--- src/hw/rtl/spf_pkg.sv ---
// spf_pkg: shared types and constants of the serial packet framer
// frame byte codes, item kinds and the run request passed to the serialiser
// no dependencies
package spf_pkg;

  // frame bytes
  localparam logic [7:0] FRAME_MARK = 8'h81;
  localparam logic [7:0] FRAME_TAIL = 8'h00;

  // item kinds
  localparam logic KIND_HEADER = 1'b0;
  localparam logic KIND_DATA   = 1'b1;

  // channel code with no serial port behind it
  localparam logic [1:0] PORT_NONE = 2'd3;

  // bytes per run
  localparam int HDR_BYTES = 6;
  localparam int TRL_BYTES = 4;
  localparam int MAX_RUN   = HDR_BYTES + TRL_BYTES;
  localparam int CNT_W     = $clog2(MAX_RUN + 1);
  localparam int IDX_W     = $clog2(MAX_RUN);

  // one run of bytes caused by a single item
  typedef struct packed {
    logic [MAX_RUN-1:0][7:0] bytes;
    logic [CNT_W-1:0]        count;
    logic                    pkt_end;
    logic [1:0]              port;
  } run_t;

endpackage

--- src/hw/rtl/spf_packer.sv ---
// spf_packer: input register, packet state and run builder of the framer
// turns each item into the run of bytes it causes; hands runs to spf_serializer
// depends on spf_pkg
module spf_packer (
  input  logic                clk,
  input  logic                rst,
  input  logic [7:0]          own_address,
  input  logic                in_valid,
  output logic                in_stall,
  input  logic                kind,
  input  logic [1:0]          channel,
  input  logic [7:0]          receiver,
  input  logic [7:0]          opcode,
  input  logic [15:0]         payload_length,
  input  logic [7:0]          data_byte,
  input  logic                sink_ready,
  output logic                run_load,
  output spf_pkg::run_t       run_req
);

  // input register
  logic        a_valid;
  logic        a_kind;
  logic [1:0]  a_channel;
  logic [7:0]  a_receiver;
  logic [7:0]  a_opcode;
  logic [15:0] a_len;
  logic [7:0]  a_data;

  // packet state
  logic        packet_open;
  logic [15:0] bytes_remaining;
  logic [15:0] running_sum;
  logic [1:0]  open_port;

  logic        packet_open_next;
  logic [15:0] bytes_remaining_next;
  logic [15:0] running_sum_next;
  logic [1:0]  open_port_next;

  logic        a_move;
  logic [15:0] len_plus1;
  logic [15:0] sum_hdr;
  logic [15:0] sum_dat;
  logic [15:0] rem_dat;

  // item leaves the input register when it causes nothing or the serialiser is free
  assign a_move   = a_valid && (run_req.count == '0 || sink_ready);
  assign run_load = a_move && run_req.count != '0;
  assign in_stall = a_valid && !a_move;

  assign len_plus1 = a_len + 16'd1;
  assign sum_hdr   = 16'(a_receiver) + 16'(a_len[7:0]) + 16'(a_len[15:8])
                   + 16'(a_opcode) + 16'(own_address) + 16'd1;
  assign sum_dat   = running_sum + 16'(a_data);
  assign rem_dat   = bytes_remaining - 16'd1;

  // run builder and next packet state
  always_comb begin
    run_req              = '0;
    packet_open_next     = packet_open;
    bytes_remaining_next = bytes_remaining;
    running_sum_next     = running_sum;
    open_port_next       = open_port;
    if (a_kind == spf_pkg::KIND_HEADER) begin
      packet_open_next = 1'b0;
      if (a_channel != spf_pkg::PORT_NONE) begin
        open_port_next       = a_channel;
        running_sum_next     = sum_hdr;
        bytes_remaining_next = a_len;
        packet_open_next     = 1'b1;
        run_req.port         = a_channel;
        run_req.bytes[0]     = spf_pkg::FRAME_MARK;
        run_req.bytes[1]     = a_receiver;
        run_req.bytes[2]     = own_address;
        run_req.bytes[3]     = len_plus1[7:0];
        run_req.bytes[4]     = len_plus1[15:8];
        run_req.bytes[5]     = a_opcode;
        run_req.count        = spf_pkg::CNT_W'(spf_pkg::HDR_BYTES);
        // empty payload: trailer follows straight away
        if (a_len == 16'd0) begin
          packet_open_next = 1'b0;
          run_req.bytes[6] = sum_hdr[7:0];
          run_req.bytes[7] = sum_hdr[15:8];
          run_req.bytes[8] = spf_pkg::FRAME_MARK;
          run_req.bytes[9] = spf_pkg::FRAME_TAIL;
          run_req.count    = spf_pkg::CNT_W'(spf_pkg::MAX_RUN);
          run_req.pkt_end  = 1'b1;
        end
      end
    end else if (packet_open) begin
      running_sum_next     = sum_dat;
      bytes_remaining_next = rem_dat;
      run_req.port         = open_port;
      run_req.bytes[0]     = a_data;
      run_req.count        = spf_pkg::CNT_W'(1);
      // last payload byte closes the packet
      if (rem_dat == 16'd0) begin
        packet_open_next = 1'b0;
        run_req.bytes[1] = sum_dat[7:0];
        run_req.bytes[2] = sum_dat[15:8];
        run_req.bytes[3] = spf_pkg::FRAME_MARK;
        run_req.bytes[4] = spf_pkg::FRAME_TAIL;
        run_req.count    = spf_pkg::CNT_W'(1 + spf_pkg::TRL_BYTES);
        run_req.pkt_end  = 1'b1;
      end
    end
  end

  // input register control
  always_ff @(posedge clk) begin
    if (rst) begin
      a_valid <= 1'b0;
    end else if (in_valid && !in_stall) begin
      a_valid <= 1'b1;
    end else if (a_move) begin
      a_valid <= 1'b0;
    end
  end

  // input register payload
  always_ff @(posedge clk) begin
    if (in_valid && !in_stall) begin
      a_kind     <= kind;
      a_channel  <= channel;
      a_receiver <= receiver;
      a_opcode   <= opcode;
      a_len      <= payload_length;
      a_data     <= data_byte;
    end
  end

  // packet state update
  always_ff @(posedge clk) begin
    if (rst) begin
      packet_open     <= 1'b0;
      bytes_remaining <= 16'd0;
      running_sum     <= 16'd0;
      open_port       <= 2'd0;
    end else if (a_move) begin
      packet_open     <= packet_open_next;
      bytes_remaining <= bytes_remaining_next;
      running_sum     <= running_sum_next;
      open_port       <= open_port_next;
    end
  end

endmodule

--- src/hw/rtl/spf_serializer.sv ---
// spf_serializer: run register that sends one byte of the current run per cycle while out_stall is low
// holds the run taken from spf_packer and drives the output channel
// depends on spf_pkg
module spf_serializer (
  input  logic                clk,
  input  logic                rst,
  input  logic                run_load,
  input  spf_pkg::run_t       run_req,
  output logic                sink_ready,
  output logic                out_valid,
  input  logic                out_stall,
  output logic [1:0]          port,
  output logic [7:0]          tx_byte,
  output logic                last_of_run,
  output logic                packet_end
);

  logic                       run_valid;
  spf_pkg::run_t              run;
  logic [spf_pkg::IDX_W-1:0]  run_idx;
  logic                       is_last;
  logic                       out_take;

  assign is_last    = 5'(run_idx) + 5'd1 == 5'(run.count);
  assign out_take   = run_valid && !out_stall;
  assign sink_ready = !run_valid || (out_take && is_last);

  // output fields
  assign out_valid   = run_valid;
  assign port        = run.port;
  assign tx_byte     = run.bytes[run_idx];
  assign last_of_run = is_last;
  assign packet_end  = run.pkt_end && is_last;

  // run control
  always_ff @(posedge clk) begin
    if (rst) begin
      run_valid <= 1'b0;
      run_idx   <= '0;
    end else if (run_load) begin
      run_valid <= 1'b1;
      run_idx   <= '0;
    end else if (out_take) begin
      if (is_last) begin
        run_valid <= 1'b0;
      end else begin
        run_idx <= run_idx + spf_pkg::IDX_W'(1);
      end
    end
  end

  // run payload
  always_ff @(posedge clk) begin
    if (run_load) begin
      run <= run_req;
    end
  end

`ifndef SYNTHESIS
  a_idx_in_run: assert property (@(posedge clk) disable iff (rst)
    run_valid |-> 5'(run_idx) < 5'(run.count))
    else $error("byte index beyond run length");

  a_load_when_free: assert property (@(posedge clk) disable iff (rst)
    run_load |-> (!run_valid || (out_take && is_last)))
    else $error("run loaded over an unfinished run");

  a_stall_holds: assert property (@(posedge clk) disable iff (rst)
    run_valid && out_stall |=> run_valid && $stable(run_idx))
    else $error("byte moved on while stalled");

  a_end_is_last: assert property (@(posedge clk) disable iff (rst)
    out_valid && packet_end |-> last_of_run && tx_byte == spf_pkg::FRAME_TAIL)
    else $error("packet end not on closing byte");
`endif

endmodule

--- src/hw/rtl/serial_packet_framer.sv ---
// serial_packet_framer: a request passes the input register, then the run register, before its first byte is output.
// throughput: one output byte per cycle while out_stall is low; an item loads a run of 1, 5, 6 or 10 bytes,
// sent one at a time from the run register; items causing no bytes leave without waiting for the serialiser.
// one more item waits in the input register while a run is being sent.
// reset (rst, synchronous): no packet open, sum and count zero, own_address zero,
// input and run registers empty.
module serial_packet_framer (
  input  logic        clk,
  input  logic        rst,
  input  logic        cfg_valid,
  output logic        cfg_ready,
  input  logic [7:0]  cfg_data,
  input  logic        in_valid,
  output logic        in_stall,
  input  logic        kind,
  input  logic [1:0]  channel,
  input  logic [7:0]  receiver,
  input  logic [7:0]  opcode,
  input  logic [15:0] payload_length,
  input  logic [7:0]  data_byte,
  output logic        out_valid,
  input  logic        out_stall,
  output logic [1:0]  port,
  output logic [7:0]  tx_byte,
  output logic        last_of_run,
  output logic        packet_end
);

  logic [7:0]    own_addr;
  logic          sink_ready;
  logic          run_load;
  spf_pkg::run_t run_req;

  assign cfg_ready = 1'b1;

  // address register
  always_ff @(posedge clk) begin
    if (rst) begin
      own_addr <= 8'd0;
    end else if (cfg_valid && cfg_ready) begin
      own_addr <= cfg_data;
    end
  end

  // packet state and run builder
  spf_packer u_packer (
    .clk            (clk),
    .rst            (rst),
    .own_address    (own_addr),
    .in_valid       (in_valid),
    .in_stall       (in_stall),
    .kind           (kind),
    .channel        (channel),
    .receiver       (receiver),
    .opcode         (opcode),
    .payload_length (payload_length),
    .data_byte      (data_byte),
    .sink_ready     (sink_ready),
    .run_load       (run_load),
    .run_req        (run_req)
  );

  // byte serialiser
  spf_serializer u_serializer (
    .clk         (clk),
    .rst         (rst),
    .run_load    (run_load),
    .run_req     (run_req),
    .sink_ready  (sink_ready),
    .out_valid   (out_valid),
    .out_stall   (out_stall),
    .port        (port),
    .tx_byte     (tx_byte),
    .last_of_run (last_of_run),
    .packet_end  (packet_end)
  );

endmodule

--- config.mk ---
export PLATFORM = sky130hd
export DESIGN_NAME = serial_packet_framer
export DESIGN_NICKNAME = d
export VERILOG_FILES = /design/src/hw/rtl/spf_pkg.sv /design/src/hw/rtl/spf_packer.sv /design/src/hw/rtl/spf_serializer.sv /design/src/hw/rtl/serial_packet_framer.sv
export SDC_FILE = /design/constraint.sdc
export NUM_CORES = 1
export LEC_CHECK = 0
export BUFFER_PORTS_ARGS = -buffer_cell sky130_fd_sc_hd__buf_2
export CORE_ASPECT_RATIO = 0.7
export CORE_MARGIN = 2
export CORE_UTILIZATION = 50
export DETAILED_ROUTE_END_ITERATION = 16
export PLACE_DENSITY = 0.67
export SYNTH_ARGS = -nofsm -noshare
export SYNTH_HDL_FRONTEND = slang
export SYNTH_SLANG_ARGS = --single-unit
--- constraint.sdc ---
create_clock -name clk -period 16.8 [get_ports clk]
set_input_delay 0.84 -clock clk [delete_from_list [all_inputs] [get_ports clk]]
set_output_delay 0.84 -clock clk [all_outputs]
set_load 0.03 [all_outputs]
### Yosys cells after proc, flatten, opt, wreduce, memory -nomap -nowiden

Cells that the tools add are included.

| operators by class | value |
|---|---|
| add/subtract/negate cells | 10 |
| order comparisons | 1 |
| equal/unequal tests | 3 |
| muxes and demuxes | 25 |
| bitwise logic cells | 4 |
| reduce and logical (&&, ||, !) cells | 28 |

Operator list:

| operator | count |
|---|---|
| 2-to-1 mux 47 bit | 3 |
| 2-to-1 mux 16 bit | 6 |
| adder 16 x 8 -> 16 bit | 4 |
| 2-to-1 mux 24 bit | 2 |
| adder 16 x 1 -> 16 bit, second input constant | 2 |
| binary-select mux 8 bit (select 4 bit) | 1 |
| zero test 16 bit | 2 |
| subtractor 16 x 1 -> 16 bit, second input constant | 1 |
| 2-to-1 mux 1 bit | 10 |
| adder 8 x 8 -> 9 bit | 1 |
| 2-to-1 mux 8 bit | 1 |
| nonzero test 2 bit | 4 |
| logical AND 1 bit | 7 |
| AND reduction 3 bit | 2 |
| adder 4 x 1 -> 5 bit, second input constant | 1 |
| == test 5 x 4 -> 1 bit | 1 |
| less-than comparator 4 x 5 -> 1 bit, second input constant | 1 |
| 2-to-1 mux 5 bit | 1 |
| adder 4 x 1 -> 4 bit, second input constant | 1 |
| zero test 1 bit | 4 |
| zero test 4 bit | 1 |
| 2-to-1 mux 4 bit | 1 |
| != test 2 bit, second input constant | 2 |
| NOT 1 bit | 4 |
| other kinds (5) | 8 |

| word-level totals | value |
|---|---|
| register bits | 179 |
| bits of input ports | 56 |
| output and inout bits | 15 |

### Depth between registers and ports, before layout

| logic depth | value |
|---|---|
| word-level depth | 13 |
| gate-level depth with buffers | 19 |
| depth with buffers taken out | 19 |

### Hierarchy

A second synthesis with hierarchy kept.

| unflattened totals | value |
|---|---|
| cells, all modules | 872 |
| area total of the unflattened synthesis | 9745.6 µm² |

By module, submodules not included:

| module | times used | cells an instance | area each (µm²) |
|---|---|---|---|
| spf_packer | 1 | 661 | 5801.8 |
| spf_serializer | 1 | 183 | 3647.2 |
| serial_packet_framer | 1 | 28 | 296.5 |

### Worst setup path before layout

OpenSTA, ideal clock, no wires.

| path | value |
|---|---|
| path type | register to register |
| start | register u_serializer.run_idx[0] (netlist name) |
| end | register u_serializer.run, in the netlist u_serializer.port[0], enable pin |
| library setup time | 0.514 ns |
| data arrival time | 4.818 ns |
| required time | 16.286 ns |
| slack | 11.468 ns |
| cell stages (with the launch flop) | 6 |
| path buffers | 0 |
| path through | dfxtp_1 ha_1 nor2b_1 or3_4 a2111o_1 a21oi_1 |

| on the way | value |
|---|---|
| longest elaborated chain between the ends | 7 |

Ends and longest elaborated chain:

| item | line | source |
|---|---|---|
| from (decl) | spf_serializer.sv:20 | `logic [spf_pkg::IDX_W-1:0] run_idx;` |
| from (signal assigned) | spf_serializer.sv:47 | `run_idx <= run_idx + spf_pkg::IDX_W'(1);` |
| adder 4 x 1 -> 5 bit | spf_serializer.sv:24 | `assign is_last = 5'(run_idx) + 5'd1 == 5'(run.count);` |
| == test 5 x 4 -> 1 bit | spf_serializer.sv:24 |  |
| logical AND 1 bit | spf_serializer.sv:26 | `assign sink_ready = !run_valid \|\| (out_take && is_last);` |
| logical OR 1 bit | spf_serializer.sv:26 |  |
| logical OR 1 bit | spf_packer.sv:48 | `assign a_move = a_valid && (run_req.count == '0 \|\| sink_ready);` |
| logical AND 1 bit | spf_packer.sv:48 |  |
| logical AND 1 bit | spf_packer.sv:49 | `assign run_load = a_move && run_req.count != '0;` |
| via run_load | serial_packet_framer.sv:31 | `logic run_load;` |
| to (signal assigned) | spf_serializer.sv:55 | `run <= run_req;` |
| to (decl) | spf_serializer.sv:19 | `spf_pkg::run_t run;` |

The timed path passes the listed nets, and every way through them passes these cells.
A chain may end at the register's enable or synchronous reset.

### Worst setup path after layout

| path | value |
|---|---|
| start | register u_serializer.run_idx[1] (netlist name) |
| end | output port in_stall |

| on the way | value |
|---|---|
| longest elaborated chain between the ends | 8 |

Ends and longest elaborated chain:

| item | line | source |
|---|---|---|
| adder 4 x 1 -> 5 bit | spf_serializer.sv:24 |  |
| == test 5 x 4 -> 1 bit | spf_serializer.sv:24 |  |
| logical AND 1 bit | spf_serializer.sv:26 |  |
| logical OR 1 bit | spf_serializer.sv:26 |  |
| logical OR 1 bit | spf_packer.sv:48 |  |
| logical AND 1 bit | spf_packer.sv:48 |  |
| zero test 1 bit | spf_packer.sv:50 | `assign in_stall = a_valid && !a_move;` |
| logical AND 1 bit | spf_packer.sv:50 |  |
| to (decl) | serial_packet_framer.sv:14 | `output logic in_stall,` |

No other way between the ends.

==> results.py <==
metrics = {
    "die": {
        "top_level_ports": 71,
        "rows": 39,
        "dieArea_um2": 18200,
        "design.core.area_um2": 16500,
        "start_util_pct": 51.8,
        "dieWidth_um": 160,
        "die_h_um": 114,
    },
    "worst_setup_path": {
        "crit_type": "reg2out",
        "endpoint_kind": "primary output",
        "required_ns": 15.96,
        "critPathMaxFanout": 21,
        "crit_arrival_ns": 3.55,
        "crit_path_start_kind": "register",
    },
    "final_layout": {
        "fin_nets": 952,
        "antennaDiodeCount": 0,
        "fin_util_pct": 58.2,
        "syn_to_final_growth_pct": 12.4,
        "drive_gt1_share_pct": 15.0,
        "fillers": 1360,
    },
    "power_and_ir_drop": {
        "vdd_drop_max_v": 0.0000674,
        "leakagePower_uw": 0.00373,
        "powerDensity_nw_per_um2": 110,
    },
    "synthesis": {
        "synth_edf_count": 110,
        "syn_area_um2": 8560,
        "synth.distinct_cells": 69,
        "syn_avg_cell_area_um2": 10.9,
        "syn-num-nets": 890,
        "synth_seq_cells": 159,
        "synth_ff_type": "edfxtp_1",
        "async_flop_share_pct": 0,
        "synthCells": 785,
        "synth_seq_area_share_pct": 50.0,
        "yosysWarnings": 0,
    },
    "clock_network": {
        "cts_sinks": 159,
        "cts.htree.levels": 4,
        "path_clk_slew_ns": 0.07,
        "postCtsSetupRepairBufs": 0,
        "cts_root_buf": "clkbuf_16",
        "ctsResizeCount": 0,
        "postCtsHoldBufs": 0,
        "clk_latency_ns": 0.43,
        "cts_tree": "yes",
        "cts_made_buffers": 17,
        "cts_buffer_depth": 2,
    },
    "global_route": {
        "grt_pass1_wl_um": 35200,
        "grt.overflow.total": 0,
        "grt_pass1_vias": 6122,
        "grt_max_degree": 68,
        "grt_antenna_before_repair": 1,
        "grt_usage_pct": 26.2,
    },
    "detailed_routing": {
        "vias_per_cell": 5.91,
        "drc": 0,
        "dr.pass1.iters": 6,
        "ant_nets": 0,
        "routed_wl_um": 23200,
        "first_iter_violations": 817,
        "wl_per_cell_um": 21.4,
        "num_vias": 6415,
    },
    "timing": {
        "hold_viol_final": 0,
        "tightest_slew_ns": 1.05,
        "rsz0062_at_grt": "false",
        "slew_headroom_pct": 29.6,
        "fin_skew_ns": 0.00991,
        "setup_viol": 0,
        "period_needed_ns": 4.39,
        "period_share_pct": 26.1,
        "fmax_ghz": 0.228,
        "final.setup.tns_ns": 0,
        "slew_violations": 0,
    },
    "run": {
        "drv_cap": 0,
    },
    "status": {
        "status": "completed",
    },
    "placement": {
        "port_buffers": 69,
        "gp_congestion": 0.989,
        "dp_hpwl_um": 17500,
    },
    "min_path": {
        "hold_class": "reg2reg",
    },
}
[logic make-up after synthesis]
family	after synthesis	synth area share [%]
simple gates	235	13.5
buf+inv	95	4.63
mux	29	5.00
fa+ha+maj	49	8.74
xor+xnor	49	5.01
compound gates	168	13.0
other cells	1	0.0438
flops	159	50.0
[Yosys cell counts, types with 5 or more instances]
cell	number	area share, %
nor3_1	14	0.82
o21ai_0	50	2.9
xor2_1	19	1.9
and3_1	19	1.4
mux2i_1	18	2.1
buf_2	5	0.29
mux4_2	11	2.9
a211oi_1	7	0.61
dfxtp_1	49	11
fa_1	18	4.2
or3_1	6	0.44
nand4_1	10	0.73
nand2_1	55	2.4
nor3b_1	5	0.44
o21a_1	6	0.53
ha_1	31	4.5
and2_1	10	0.73
nor2b_1	9	0.66
nand2b_1	6	0.44
o211ai_1	7	0.61
clkbuf_1	18	0.79
nand3_1	21	1.2
a21oi_1	36	2.1
edfxtp_1	110	39
nor2_1	69	3.0
a21o_1	9	0.79
xnor2_1	30	3.1
inv_1	64	2.8
[worst max-delay path: stages (launching register included)]
cell and delay (ns):
dfxtp_1 0.97, ha_1 0.34, nor2b_1 0.08, o21ai_0 0.40
a2111o_1 0.45, nand2_1 0.25, nor2_1 0.35, buf_2 0.27
[registers in the layout, summed over array words and instances, names as in the netlist, 2 cells and up]
register	flops
u_serializer.run	65
u_packer.a_len	16
u_packer.bytes_remaining	16
u_packer.running_sum	16
own_addr	8
u_packer.a_data	8
u_packer.a_opcode	8
u_packer.a_receiver	8
u_serializer.run_idx	4
u_packer.a_channel	2
u_packer.open_port	2
u_serializer.port	2
[where the power goes]
part | internal [uW] | leakage [uW] | switching [uW]
combinational | 93.2 | 0.00206 | 157
clock | 191 | 0.000257 | 165
sequential | 438 | 0.00142 | 17.1
total | 723 | 0.00373 | 340
[cells in the final DEF, fill, tap and decap left out, types with 5 or more instances in the layout]
| master | n |
|---|---|
| o21a_1 | 6 |
| ha_1 | 31 |
| nor2_1 | 69 |
| nor3b_1 | 5 |
| xor2_1 | 19 |
| inv_1 | 64 |
| a21o_1 | 9 |
| buf_4 | 5 |
| o21ai_0 | 50 |
| mux4_2 | 11 |
| nand2b_1 | 6 |
| edfxtp_1 | 110 |
| nor3_1 | 14 |
| mux2i_1 | 18 |
| and3_1 | 19 |
| dfxtp_1 | 49 |
| nor2b_1 | 8 |
| and2_1 | 10 |
| nand2_1 | 55 |
| xnor2_1 | 30 |
| a21oi_1 | 35 |
| a211oi_1 | 7 |
| clkbuf_16 | 17 |
| nand3_1 | 21 |
| fa_1 | 18 |
| or3_1 | 6 |
| o211ai_1 | 7 |
| nand4_1 | 10 |
| buf_2 | 69 |
[per-stage QoR]
| step | hold WS [ns] | area [um^2] | total power, uW | setup slack (ns) | instances |
|---|---|---|---|---|---|
| floorplan | 0.439 | 8560 | 628 | 11.47 | 785 |
| finish | 0.480 | 9630 | 1060 | 12.41 | 1085 |
| CTS | 0.483 | 9630 | 1060 | 12.38 | 1085 |
| global route | 0.507 | 9630 | 1110 | 12.15 | 1085 |
| detailed placement | 0.471 | 9090 | 703 | 12.45 | 1053 |
| global placement | 0.457 | 9090 | 695 | 12.60 | 1053 |
[path summary, 6_finish.rpt]
kind / start / end / slack (ns) / cells past startpoint
min reg2reg: u_packer.bytes_remaining[7] / u_packer.bytes_remaining[7] / 0.48 / 2
max reg2reg: u_packer.a_len[1] / u_serializer.run[64] / 12.41 / 17
max: u_serializer.run_idx[1] / in_stall / 12.41 / 7
min: u_packer.bytes_remaining[7] / u_packer.bytes_remaining[7] / 0.48 / 2
[routing by layer]
layer	track usage [%]	routed length, um	up-vias
li1	-	-	2960
met1	38.5	10600	3105
met2	38.1	9890	324
met3	7.85	2450	26
met4	6.43	337	0
met5	0	0	-
[cell type report]
type / instances / area, um^2 / area share, %
Sequential cell: 159 / 4280 / 44.5
Multi-Input combinational cell: 531 / 3900 / 40.5
Clock buffer: 18 / 429 / 4.46
Timing Repair Buffer: 74 / 383 / 3.98
Tap cell: 225 / 282 / 2.92
Inverter: 64 / 240 / 2.50
Clock inverter: 14 / 108 / 1.12
(Power assumes the default switching activity.)
